===== config.mk =====
export PLATFORM = sky130hd
export DESIGN_NAME = earliest_deadline_first_dispatcher_core
export DESIGN_NICKNAME = d
export VERILOG_FILES = /design/src/sv/edfd_pkg.sv /design/src/sv/edfd_ram.sv /design/src/sv/edfd_slots.sv /design/src/sv/edfd_pick.sv /design/src/sv/earliest_deadline_first_dispatcher_core.sv
export SDC_FILE = /design/constraint.sdc
export NUM_CORES = 2
export LEC_CHECK = 0
export BUFFER_PORTS_ARGS = -buffer_cell sky130_fd_sc_hd__buf_2
export CAP_MARGIN = 20
export CORE_ASPECT_RATIO = 0.9
export CORE_UTILIZATION = 23
export DETAILED_ROUTE_END_ITERATION = 12
export PLACE_DENSITY = 0.47
export SLEW_MARGIN = 5
export SYNTH_ARGS = -nofsm -noshare
export SYNTH_HDL_FRONTEND = slang
export SYNTH_SLANG_ARGS = --single-unit

===== constraint.sdc =====
create_clock -name aclk -period 20.9 [get_ports aclk]
set_clock_uncertainty 0.05 [all_clocks]
set_input_delay 6.27 -clock aclk [delete_from_list [all_inputs] [get_ports aclk]]
set_output_delay 6.27 -clock aclk [all_outputs]
set_load 0.01 [all_outputs]

===== src/sv/edfd_pkg.sv =====
// edfd_pkg: shared types and constants for the earliest-deadline-first dispatcher
// used by every dispatcher module but edfd_ram; no dependencies

package edfd_pkg;

    localparam int DEFAULT_TABLE_DEPTH = 32;
    localparam int LEVEL_COUNT         = 10;

    localparam int ID_W     = 8;
    localparam int LEVEL_W  = 4;
    localparam int BURST_W  = 16;
    localparam int DL_W     = 16;
    localparam int STAMP_W  = 16;
    localparam int FINISH_W = 22;

    localparam int S_DATA_W = 48;   // 44 payload bits padded to bytes
    localparam int M_DATA_W = 72;   // 66 payload bits padded to bytes

    localparam logic KIND_ADD   = 1'b0;
    localparam logic KIND_DRAIN = 1'b1;

    localparam logic STATUS_DISPATCHED = 1'b0;
    localparam logic STATUS_REJECTED   = 1'b1;

    typedef struct packed {
        logic [ID_W-1:0]    task_id;
        logic [LEVEL_W-1:0] level;
        logic [BURST_W-1:0] burst;
        logic [DL_W-1:0]    deadline;
        logic [STAMP_W-1:0] stamp;
    } entry_t;

    typedef struct packed {
        logic set;   // mark lowest free slot valid
        logic clr;   // drop the selected slot
    } slot_op_t;

    typedef struct packed {
        logic clear;    // start a new search
        logic cand_en;  // candidate on the read port is a valid entry
    } pick_ctl_t;

endpackage


===== src/sv/edfd_ram.sv =====
// edfd_ram: generic single-port-write, single-port-read ram with registered read
// depends on nothing

module edfd_ram #(
    parameter int WIDTH = 8,
    parameter int DEPTH = 32
) (
    input  logic                     aclk,
    input  logic                     wr_en,
    input  logic [$clog2(DEPTH)-1:0] wr_addr,
    input  logic [WIDTH-1:0]         wr_data,
    input  logic [$clog2(DEPTH)-1:0] rd_addr,
    output logic [WIDTH-1:0]         rd_data
);

    logic [WIDTH-1:0] mem [DEPTH];
    logic [WIDTH-1:0] rd_data_reg;

    always_ff @(posedge aclk) begin
        if (wr_en) begin
            mem[wr_addr] <= wr_data;
        end
        rd_data_reg <= mem[rd_addr];
    end

    assign rd_data = rd_data_reg;

endmodule


===== src/sv/edfd_slots.sv =====
// edfd_slots: valid bits, fill count and lowest-free-slot search for the task table
// depends on edfd_pkg

module edfd_slots import edfd_pkg::*; #(
    parameter int TABLE_DEPTH = DEFAULT_TABLE_DEPTH
) (
    input  logic                             aclk,
    input  logic                             aresetn,
    input  slot_op_t                         op,
    input  logic [$clog2(TABLE_DEPTH)-1:0]   clr_idx,
    output logic [TABLE_DEPTH-1:0]           valid,
    output logic [$clog2(TABLE_DEPTH)-1:0]   free_idx,
    output logic [$clog2(TABLE_DEPTH+1)-1:0] count
);

    localparam int IDX_W = $clog2(TABLE_DEPTH);
    localparam int CNT_W = $clog2(TABLE_DEPTH + 1);

    logic [TABLE_DEPTH-1:0] valid_reg, valid_next;
    logic [CNT_W-1:0]       count_reg, count_next;
    logic [IDX_W-1:0]       free_w;

    // priority encoder, lowest free slot wins
    always_comb begin
        free_w = '0;
        for (int i = TABLE_DEPTH - 1; i >= 0; i--) begin
            if (!valid_reg[i]) begin
                free_w = IDX_W'(i);
            end
        end
    end

    always_comb begin
        valid_next = valid_reg;
        count_next = count_reg;
        if (op.set) begin
            valid_next[free_w] = 1'b1;
            count_next         = count_reg + CNT_W'(1);
        end
        if (op.clr) begin
            valid_next[clr_idx] = 1'b0;
            count_next          = count_reg - CNT_W'(1);
        end
    end

    always_ff @(posedge aclk) begin
        if (!aresetn) begin
            valid_reg <= '0;
            count_reg <= '0;
        end else begin
            valid_reg <= valid_next;
            count_reg <= count_next;
        end
    end

    assign valid    = valid_reg;
    assign free_idx = free_w;
    assign count    = count_reg;

`ifndef SYNTHESIS
    a_count_matches: assert property (@(posedge aclk) disable iff (!aresetn)
        $countones(valid_reg) == int'(count_reg))
        else $error("fill count out of step with valid bits");

    a_no_set_when_full: assert property (@(posedge aclk) disable iff (!aresetn)
        op.set |-> (int'(count_reg) < TABLE_DEPTH))
        else $error("insert into a full table");

    a_clr_only_valid: assert property (@(posedge aclk) disable iff (!aresetn)
        op.clr |-> valid_reg[clr_idx])
        else $error("removal of an empty slot");
`endif

endmodule


===== src/sv/edfd_pick.sv =====
// edfd_pick: running best-candidate register for the deadline scan
// depends on edfd_pkg

module edfd_pick import edfd_pkg::*; #(
    parameter int TABLE_DEPTH = DEFAULT_TABLE_DEPTH
) (
    input  logic                           aclk,
    input  logic                           aresetn,
    input  pick_ctl_t                      ctl,
    input  entry_t                         cand,
    input  logic [$clog2(TABLE_DEPTH)-1:0] cand_idx,
    input  logic [STAMP_W-1:0]             insert_count,
    output entry_t                         best,
    output logic [$clog2(TABLE_DEPTH)-1:0] best_idx,
    output logic                           found
);

    localparam int IDX_W = $clog2(TABLE_DEPTH);

    entry_t           best_reg;
    logic [IDX_W-1:0] best_idx_reg;
    logic             found_reg, found_next;
    logic             cand_wins;
    logic [STAMP_W-1:0] age_cand, age_best;

    // age is distance from the insert counter, smaller means newer
    assign age_cand = insert_count - cand.stamp;
    assign age_best = insert_count - best_reg.stamp;

    always_comb begin
        if (cand.deadline != best_reg.deadline) begin
            cand_wins = cand.deadline < best_reg.deadline;
        end else if (cand.level != best_reg.level) begin
            cand_wins = cand.level < best_reg.level;
        end else begin
            cand_wins = age_cand < age_best;
        end
    end

    logic take;
    assign take = ctl.cand_en && !ctl.clear && (!found_reg || cand_wins);

    always_comb begin
        found_next = found_reg;
        if (ctl.clear) begin
            found_next = 1'b0;
        end else if (take) begin
            found_next = 1'b1;
        end
    end

    always_ff @(posedge aclk) begin
        if (!aresetn) begin
            found_reg <= 1'b0;
        end else begin
            found_reg <= found_next;
        end
    end

    always_ff @(posedge aclk) begin
        if (take) begin
            best_reg     <= cand;
            best_idx_reg <= cand_idx;
        end
    end

    assign best     = best_reg;
    assign best_idx = best_idx_reg;
    assign found    = found_reg;

`ifndef SYNTHESIS
    a_clear_empties: assert property (@(posedge aclk) disable iff (!aresetn)
        ctl.clear |=> !found_reg)
        else $error("search not restarted");

    a_found_after_take: assert property (@(posedge aclk) disable iff (!aresetn)
        take |=> (found_reg && best_idx_reg == $past(cand_idx)))
        else $error("candidate not captured");

    a_found_sticks: assert property (@(posedge aclk) disable iff (!aresetn)
        (found_reg && !ctl.clear) |=> found_reg)
        else $error("best candidate lost mid-search");
`endif

endmodule


===== src/sv/earliest_deadline_first_dispatcher_core.sv =====
// earliest_deadline_first_dispatcher_core: top level, task table ram, scan sequencer
// and output register; depends on edfd_pkg, edfd_ram, edfd_slots, edfd_pick
//
//   channel  | ports         | tdata (low bit up)                          | tuser  | tlast
//   ---------+---------------+---------------------------------------------+--------+------
//   input    | s_tvalid/rdy  | task_id, priority_level, burst, deadline     | kind   | -
//   result   | m_tvalid/rdy  | id, level, burst, deadline, finish_time      | status | last
//
// a full table answers an add with one reject transaction
// a drain reads the table ram once per entry for each dispatched task,
// through the single ram read port
// reset clears the valid bits, fill count and insert counter; no ram clearing pass
// the input is held off while a drain runs or a result waits in the output register

module earliest_deadline_first_dispatcher_core import edfd_pkg::*; #(
    parameter int TABLE_DEPTH = DEFAULT_TABLE_DEPTH
) (
    input  logic                aclk,
    input  logic                aresetn,
    input  logic                s_tvalid,
    output logic                s_tready,
    input  logic [S_DATA_W-1:0] s_tdata,   // task_id, priority_level, burst_time, deadline_time
    input  logic                s_tuser,   // kind
    output logic                m_tvalid,
    input  logic                m_tready,
    output logic [M_DATA_W-1:0] m_tdata,   // out_task_id, out_priority_level, out_burst_time,
                                           // out_deadline_time, finish_time
    output logic                m_tuser,   // status
    output logic                m_tlast    // last
);

    localparam int IDX_W = $clog2(TABLE_DEPTH);
    localparam int CNT_W = $clog2(TABLE_DEPTH + 1);

    typedef enum logic [2:0] {
        ST_IDLE = 3'b001,
        ST_SCAN = 3'b010,
        ST_EMIT = 3'b100
    } state_t;

    state_t state_reg, state_next;

    // input fields
    logic [ID_W-1:0]    in_id;
    logic [LEVEL_W-1:0] in_level, in_level_clamped;
    logic [BURST_W-1:0] in_burst;
    logic [DL_W-1:0]    in_deadline;

    assign in_id       = s_tdata[7:0];
    assign in_level    = s_tdata[11:8];
    assign in_burst    = s_tdata[27:12];
    assign in_deadline = s_tdata[43:28];

    always_comb begin
        if (in_level == '0) begin
            in_level_clamped = LEVEL_W'(1);
        end else if ({1'b0, in_level} > (LEVEL_W + 1)'(LEVEL_COUNT)) begin
            in_level_clamped = LEVEL_W'(LEVEL_COUNT);
        end else begin
            in_level_clamped = in_level;
        end
    end

    // control registers
    logic [STAMP_W-1:0]  insert_cnt_reg, insert_cnt_next;
    logic [CNT_W-1:0]    issue_reg, issue_next;
    logic                pend_reg, pend_next;
    logic [IDX_W-1:0]    pend_idx_reg, pend_idx_next;
    logic [FINISH_W-1:0] running_reg, running_next;

    // output register
    logic                out_valid_reg, out_valid_next;
    logic                out_status_reg, out_last_reg;
    logic [ID_W-1:0]     out_id_reg;
    logic [LEVEL_W-1:0]  out_level_reg;
    logic [BURST_W-1:0]  out_burst_reg;
    logic [DL_W-1:0]     out_dl_reg;
    logic [FINISH_W-1:0] out_finish_reg;
    logic                out_load;
    logic                out_status_d, out_last_d;
    logic [ID_W-1:0]     out_id_d;
    logic [LEVEL_W-1:0]  out_level_d;
    logic [BURST_W-1:0]  out_burst_d;
    logic [DL_W-1:0]     out_dl_d;
    logic [FINISH_W-1:0] out_finish_d;

    // submodule links
    slot_op_t               slot_op;
    logic [TABLE_DEPTH-1:0] valid;
    logic [IDX_W-1:0]       free_idx;
    logic [CNT_W-1:0]       count;
    pick_ctl_t              pick_ctl;
    entry_t                 rd_entry, wr_entry, best;
    logic [IDX_W-1:0]       best_idx;
    logic                   found;
    logic                   ram_we;

    logic in_accept, is_add, is_drain, table_full, out_free;

    assign out_free   = !out_valid_reg || m_tready;
    assign s_tready   = (state_reg == ST_IDLE) && out_free;
    assign in_accept  = s_tvalid && s_tready;
    assign is_add     = in_accept && (s_tuser == KIND_ADD);
    assign is_drain   = in_accept && (s_tuser == KIND_DRAIN);
    assign table_full = (count == CNT_W'(TABLE_DEPTH));

    assign ram_we            = is_add && !table_full;
    assign wr_entry.task_id  = in_id;
    assign wr_entry.level    = in_level_clamped;
    assign wr_entry.burst    = in_burst;
    assign wr_entry.deadline = in_deadline;
    assign wr_entry.stamp    = insert_cnt_reg;

    always_comb begin
        state_next      = state_reg;
        insert_cnt_next = insert_cnt_reg;
        issue_next      = issue_reg;
        pend_next       = 1'b0;
        pend_idx_next   = pend_idx_reg;
        running_next    = running_reg;
        slot_op         = '0;
        pick_ctl        = '0;
        out_load        = 1'b0;
        out_status_d    = STATUS_DISPATCHED;
        out_id_d        = best.task_id;
        out_level_d     = best.level;
        out_burst_d     = best.burst;
        out_dl_d        = best.deadline;
        out_finish_d    = running_reg + FINISH_W'(best.burst);
        out_last_d      = 1'b0;

        case (state_reg)
            ST_IDLE: begin
                if (is_add) begin
                    if (table_full) begin
                        out_load     = 1'b1;
                        out_status_d = STATUS_REJECTED;
                        out_id_d     = in_id;
                        out_level_d  = in_level_clamped;
                        out_burst_d  = in_burst;
                        out_dl_d     = in_deadline;
                        out_finish_d = '0;
                        out_last_d   = 1'b1;
                    end else begin
                        slot_op.set     = 1'b1;
                        insert_cnt_next = insert_cnt_reg + STAMP_W'(1);
                    end
                end else if (is_drain && count != '0) begin
                    running_next   = '0;
                    issue_next     = '0;
                    pick_ctl.clear = 1'b1;
                    state_next     = ST_SCAN;
                end
            end
            ST_SCAN: begin
                // read issued at issue_reg, compared in the following cycle at pend_idx_reg
                if (issue_reg != CNT_W'(TABLE_DEPTH)) begin
                    issue_next    = issue_reg + CNT_W'(1);
                    pend_next     = 1'b1;
                    pend_idx_next = issue_reg[IDX_W-1:0];
                end
                pick_ctl.cand_en = pend_reg && valid[pend_idx_reg];
                if (issue_reg == CNT_W'(TABLE_DEPTH) && !pend_reg) begin
                    state_next = ST_EMIT;
                end
            end
            ST_EMIT: begin
                if (out_free) begin
                    out_load     = 1'b1;
                    out_last_d   = (count == CNT_W'(1));
                    running_next = out_finish_d;
                    slot_op.clr  = 1'b1;
                    if (count == CNT_W'(1)) begin
                        state_next = ST_IDLE;
                    end else begin
                        issue_next     = '0;
                        pick_ctl.clear = 1'b1;
                        state_next     = ST_SCAN;
                    end
                end
            end
            default: begin
                state_next = ST_IDLE;
            end
        endcase

        if (out_load) begin
            out_valid_next = 1'b1;
        end else if (m_tready) begin
            out_valid_next = 1'b0;
        end else begin
            out_valid_next = out_valid_reg;
        end
    end

    always_ff @(posedge aclk) begin
        if (!aresetn) begin
            state_reg      <= ST_IDLE;
            insert_cnt_reg <= '0;
            issue_reg      <= '0;
            pend_reg       <= 1'b0;
            running_reg    <= '0;
            out_valid_reg  <= 1'b0;
        end else begin
            state_reg      <= state_next;
            insert_cnt_reg <= insert_cnt_next;
            issue_reg      <= issue_next;
            pend_reg       <= pend_next;
            running_reg    <= running_next;
            out_valid_reg  <= out_valid_next;
        end
    end

    always_ff @(posedge aclk) begin
        pend_idx_reg <= pend_idx_next;
        if (out_load) begin
            out_status_reg <= out_status_d;
            out_id_reg     <= out_id_d;
            out_level_reg  <= out_level_d;
            out_burst_reg  <= out_burst_d;
            out_dl_reg     <= out_dl_d;
            out_finish_reg <= out_finish_d;
            out_last_reg   <= out_last_d;
        end
    end

    edfd_ram #(
        .WIDTH ($bits(entry_t)),
        .DEPTH (TABLE_DEPTH)
    ) u_table (
        .aclk    (aclk),
        .wr_en   (ram_we),
        .wr_addr (free_idx),
        .wr_data (wr_entry),
        .rd_addr (issue_reg[IDX_W-1:0]),
        .rd_data (rd_entry)
    );

    edfd_slots #(
        .TABLE_DEPTH (TABLE_DEPTH)
    ) u_slots (
        .aclk     (aclk),
        .aresetn  (aresetn),
        .op       (slot_op),
        .clr_idx  (best_idx),
        .valid    (valid),
        .free_idx (free_idx),
        .count    (count)
    );

    edfd_pick #(
        .TABLE_DEPTH (TABLE_DEPTH)
    ) u_pick (
        .aclk         (aclk),
        .aresetn      (aresetn),
        .ctl          (pick_ctl),
        .cand         (rd_entry),
        .cand_idx     (pend_idx_reg),
        .insert_count (insert_cnt_reg),
        .best         (best),
        .best_idx     (best_idx),
        .found        (found)
    );

    assign m_tvalid = out_valid_reg;
    assign m_tuser  = out_status_reg;
    assign m_tlast  = out_last_reg;
    assign m_tdata  = {(M_DATA_W - 66)'(0), out_finish_reg, out_dl_reg, out_burst_reg,
                       out_level_reg, out_id_reg};

`ifndef SYNTHESIS
    a_emit_has_best: assert property (@(posedge aclk) disable iff (!aresetn)
        (state_reg == ST_EMIT) |-> found)
        else $error("dispatch with no selected task");

    a_reject_is_last: assert property (@(posedge aclk) disable iff (!aresetn)
        (out_valid_reg && out_status_reg == STATUS_REJECTED) |-> out_last_reg)
        else $error("reject transaction without last");

    a_ready_only_idle: assert property (@(posedge aclk) disable iff (!aresetn)
        s_tready |-> (state_reg == ST_IDLE))
        else $error("input taken during a drain");

    a_drain_ends_empty: assert property (@(posedge aclk) disable iff (!aresetn)
        (state_reg == ST_EMIT && state_next == ST_IDLE) |=> (count == '0))
        else $error("drain finished with tasks left");
`endif

endmodule


* Word-level counts from Yosys, hierarchy flattened
Memories as Yosys holds them, arrays and structs flattened. A register that Yosys moved wholly into a read port is not among the register bits. Cells that the tools add are included.
Word-level totals: input port bits 53, word-level logic and storage cells 191, bits in registers 226, bits in writable memories 1920, memories kept 1, output and inout port bits 76
Memories:
- u_table.mem | depth 32, bits a word 60, read ports 1, clocked after memory_dff 1, write ports 1, RTL line edfd_ram.sv:16 | logic [WIDTH-1:0] mem [DEPTH];
Operators by class: order comparisons 9, mux-type cells 98, reductions and logical operators 32, add/subtract/negate cells 7, bitwise gates (word level) 6, equal/unequal tests 15
Operator list (count):
- 5-bit two-way mux | 32
- 22-bit two-way mux | 6
- 16-bit two-way mux | 6
- 32-bit two-way mux | 2
- 22-bit case mux with 2 select lines | 1
- 6-bit two-way mux | 7
- 32-bit AND | 1
- 16-bit less-than comparator | 2
- 32-bit inverter | 1
- 32-bit bitwise OR | 1
- 16-bit subtractor | 2
- 8-bit two-way mux | 3
- 1-bit two-way mux | 23
- 22-bit by 16-bit adder with 22-bit output | 1
- 4-bit two-way mux | 5
- 5-bit by 6-bit less-than comparator with 1-bit output (second input constant) | 3
- 6-bit case mux with 3 select lines | 1
- 16-bit by 1-bit adder with 16-bit output (second input constant) | 1
- 16-bit != test | 1
- 6-bit by 1-bit adder with 6-bit output (second input constant) | 2
- 6-bit equality test (second input constant) | 2
- 1-bit logical AND | 12
- 3-bit two-way mux | 4
- 1-bit demux with 5-bit select | 2
- other kinds (28) | 46

* Depth between registers and ports, before layout
depth after elaboration 40, gate-level depth with buffers 18

* Modules after synthesis
A second synthesis with hierarchy kept.
Unflattened totals: cell total of the unflattened synthesis 5523, area, all modules 88876.5 sq um
Modules (own cells, without submodules):
- edfd_ram | area each 75872.8 sq um, seq. area each 58856.4 sq um, cells each 4195, times used 1
- earliest_deadline_first_dispatcher_core | area each 6605.1 sq um, seq. area each 3173.0 sq um, cells each 686, times used 1
- edfd_pick | area each 4237.8 sq um, seq. area each 1971.9 sq um, cells each 378, times used 1
- edfd_slots | area each 2160.8 sq um, seq. area each 760.7 sq um, cells each 264, times used 1

* Least setup slack after synthesis
OpenSTA, ideal clock, no wires.
path kind input to register, start input port m_tready, end memory u_table.mem[19][0] (netlist bit) (enable), path buffers 0, stages 5, slack 3621 ps, data arrival time 16424 ps, data required time 20045 ps, path through nand2b_1 -> nand2_1 -> nor3_4 -> nand2_1 -> a2111oi_0
On the way: word-level cells in the longest chain between the ends 7
Ends and longest elaborated chain:
- from (decl) | RTL line earliest_deadline_first_dispatcher_core.sv:25 | input logic m_tready,
- 1-bit logical OR | RTL line earliest_deadline_first_dispatcher_core.sv:100 | assign out_free = !out_valid_reg || m_tready;
- 1-bit logical AND | RTL line earliest_deadline_first_dispatcher_core.sv:101 | assign s_tready = (state_reg == ST_IDLE) && out_free;
- 1-bit logical AND | RTL line earliest_deadline_first_dispatcher_core.sv:102 | assign in_accept = s_tvalid && s_tready;
- 1-bit logical AND | RTL line earliest_deadline_first_dispatcher_core.sv:103 | assign is_add = in_accept && (s_tuser == KIND_ADD);
- 1-bit logical AND | RTL line earliest_deadline_first_dispatcher_core.sv:107 | assign ram_we = is_add && !table_full;
- 1-bit two-way mux | RTL line edfd_ram.sv:20 | if (wr_en) begin
- 1-bit two-way mux (implied by the code) | RTL line edfd_ram.sv:21 | mem[wr_addr] <= wr_data;
- to (decl) | RTL line edfd_ram.sv:16
Every way passes these cells.

* Final worst setup path
start input port m_tready, end output port s_tready
On the way: word-level cells in the longest chain between the ends 2
Ends and longest elaborated chain:
- 1-bit logical OR | RTL line earliest_deadline_first_dispatcher_core.sv:100
- 1-bit logical AND | RTL line earliest_deadline_first_dispatcher_core.sv:101
- to (decl) | RTL line earliest_deadline_first_dispatcher_core.sv:21 | output logic s_tready,
Every way passes these cells.

==> summary.txt <==
Run status
  • Status: finished, final reports clean

CTS
  • Num CTS Buffers: 231
  • Root Driver: clkbuf_16
  • H-Tree Depth: 4
  • Setup repair bufs after CTS: 0
  • Clock buffer depth: 3
  • Clk sinks: around 2,200
  • Post-CTS Hold Fix Bufs: 0
  • CTS tree: done
  • Worst skew pair latency: ~0.9 ns
  • Resize count post-CTS: 0
  • Clk pin slew, worst setup/hold paths: 0.06 ns

Cells and area
  • Area growth, synth to finish: 17.3%
  • Layout cell share with drive strength beyond 1: between 20% and 30%
  • Nets: 4,512
  • Max reg flops: 1,920
  • Fin util: 27.2%
  • Layout fillers: 37,000
  • Design area: 101,000 sq um

Routing
  • Vias per inst: 4.39
  • Via count: 41,700
  • WL final: approximately 230 mm
  • Final ANT Viol Nets: 0
  • Router iterations before antenna repair: 5
  • Routed length per instance: 24.6 um
  • Residual DRC: 0
  • First DRT Iteration DRCs: 4,043

Worst setup path
  • Startpoint types: input port
  • Worst r2r src: insert_cnt_reg[0]
  • Arrival time at the worst endpoint: 6.84 ns
  • Worst reg2reg path depth: 21
  • Critical Setup Path Class: in2out
  • Register-to-register path setup slack: between 10 and 15 ns
  • R2R Path End: u_pick.best[23]
  • Crit end category: output pin
  • CP Data Required Time: 14.58 ns
  • Worst-path maximum fanout: 3

Hold path
  • Worst Hold End: u_pick.best[28]
  • Worst hold path type: reg2reg
  • Worst Hold Path Cells: 0
  • Hold path startpoint: u_table.rd_data[28]

Synthesis
  • Synth Area in Simple Gates: 2.63%
  • Syn. warnings: 0
  • Post-synth EDFFs: 2,058
  • XOR/XNOR Fraction of Synth Area: 0.671%
  • Synth area leader: edfxtp_1
  • Cell variety after synth: 73
  • Synth Area in Adders: 1.33%
  • Count leader, synth: edfxtp_1
  • Post-Synthesis Cells: 4,073
  • Synth top cells by count: edfxtp_1 (2,058), mux4_2 (610), nand2_1 (183), dfxtp_1 (148), clkbuf_1 (111)
  • Post-synthesis average cell area: 21.2 sq um
  • Post-synthesis sequential area ratio: 75.1%
  • Synth Cell Area: 86,200 sq um
  • Mux contribution to synthesized area: between 10% and 20%
  • Top_reg_cell synth: edfxtp_1
  • Flops & latches, synth: 2,206
  • Synth Area in Compound Gates: under 10%
  • Synth area leaders: edfxtp_1 (72%), mux4_2 (16%), dfxtp_1 (3.4%)
  • Async SR Flop Fraction: 0%
  • Top-area cell type share of the netlist area: 71.7%
  • Main combinational cell family by area after synthesis: multiplexers

Floorplanning
  • Number of top-level pins: about 130
  • Die ar.: 377,000 sq um
  • Core area: between 300,000 and 400,000 sq um
  • Chip height: 583 um
  • Core Rows: 212
  • Die width: between 600 and 700 um
  • Starting density of the core: 23.2%

STA
  • Max-slew violation count: 0
  • RSZ-0062 raised after global routing: no
  • Fin worst setup slack: 7.74 ns
  • Min cycle time layout: 13.16 ns
  • Final Hold Viols: 0
  • TNS Setup: 0 ns
  • Slew margin rel.: approximately a quarter
  • Final setup vio count: 0
  • Fin Hold WS: 0.341 ns
  • Worst slew pin tran: 1.15 ns
  • Peak Freq: 0.0760 GHz
  • Tcrit/Tclk final: between 60% and 70%

Global route
  • Initial antenna violation count: 26
  • GRT overflow: 0
  • Largest net degree at the start of global routing: 122
  • Vias in the first global route: 43,100
  • Total GRT Usage: 12.2%
  • Global-route wire length before repair: between 300 and 400 mm

Power and ir drop
  • Leak: 31.2 nW
  • PwrDens: 92.0 nW/um^2
  • Peak supply drop: 0.0907 mV

Place
  • Hpwl dp: 127 mm
  • GPL Wtd Cong: 0.764
  • Port bufs: 118
  • Placement Setup Slack: around 7.7 ns
  • Post-DP Area: 93,400 sq um

Run
  • Max-cap violations: 0
## cells in the final DEF, fill, tap and decap left out, types with 26 or more instances in the layout
cell type,netlist,final
edfxtp_1,2058,2058
mux4_2,610,610
clkbuf_16,0,235
nand2_1,183,182
dfxtp_1,148,141
buf_2,54,118
buf_4,7,112
o21ai_0,92,90
ha_1,87,87
inv_1,86,84
clkbuf_1,111,74
nor2_1,80,66
a21oi_1,62,62
mux2_2,61,61
clkinv_2,0,41
xnor2_1,39,39
clkinv_1,0,38
nand4_1,31,31
xor2_1,27,27
nor2b_1,27,26
## worst max-delay path by stage
stage,start,to,slack (ns),cells after the start
after floorplan,m_tready,u_table.mem[19][0],3.62,5
after global placement,m_tready,s_tready,7.70,4
after detailed placement,m_tready,s_tready,7.73,4
after CTS,m_tready,s_tready,7.73,4
after global routing,m_tready,s_tready,7.72,4
final,m_tready,s_tready,7.74,4
## critical path, cell delays in order
cell and delay [ns]:
buf_2 0.10, nor2b_1 0.24, nor2_1 0.08, buf_2 0.15
## area by class of cell
class,count,area [sq um],area share (%)
clock inverters,118,1190,1.18
diodes,4,10.0,0.00990
multi-input cells,1599,20600,20.4
flip-flops and latches,2206,64800,64.1
clock buffers,318,6250,6.18
repair buffers,245,1780,1.76
inverters,86,330,0.327
well taps,4922,6160,6.09
## power breakdown
| group | switching, mW | leakage, nW | total [mW] | internal (mW) |
|---|---|---|---|---|
| registers | 0.0262 | 20.4 | 4.89 | 4.87 |
| logic | 0.224 | 7.20 | 0.389 | 0.165 |
| clock network | 1.73 | 3.62 | 4.02 | 2.29 |
## metrics by stage
stage                     std cells  total power [mW]
after floorplan                4078              5.23
after global placement         9047              5.38
after detailed placement       9050              5.38
after CTS                      9486              9.41
after global routing           9495              9.60
final                          9498              9.30
## cell families after synthesis
logic type               Yosys count
flip-flops                      2206
multiplexers                     673
AND/OR/NAND/NOR                  471
AO/OA/AOI/OAI                    293
buffers and inverters            273
adder cells (fa/ha/maj)           90
XOR/XNOR                          66
other                              1
## routing by layer
layer  global-route usage [%]  wire, um
met4                     2.59      4120
met5                        0        21
met2                     20.3    114000
met1                     16.6    103000
met3                     2.21     12400
Note: power is estimated with default switching activity, not from simulation.
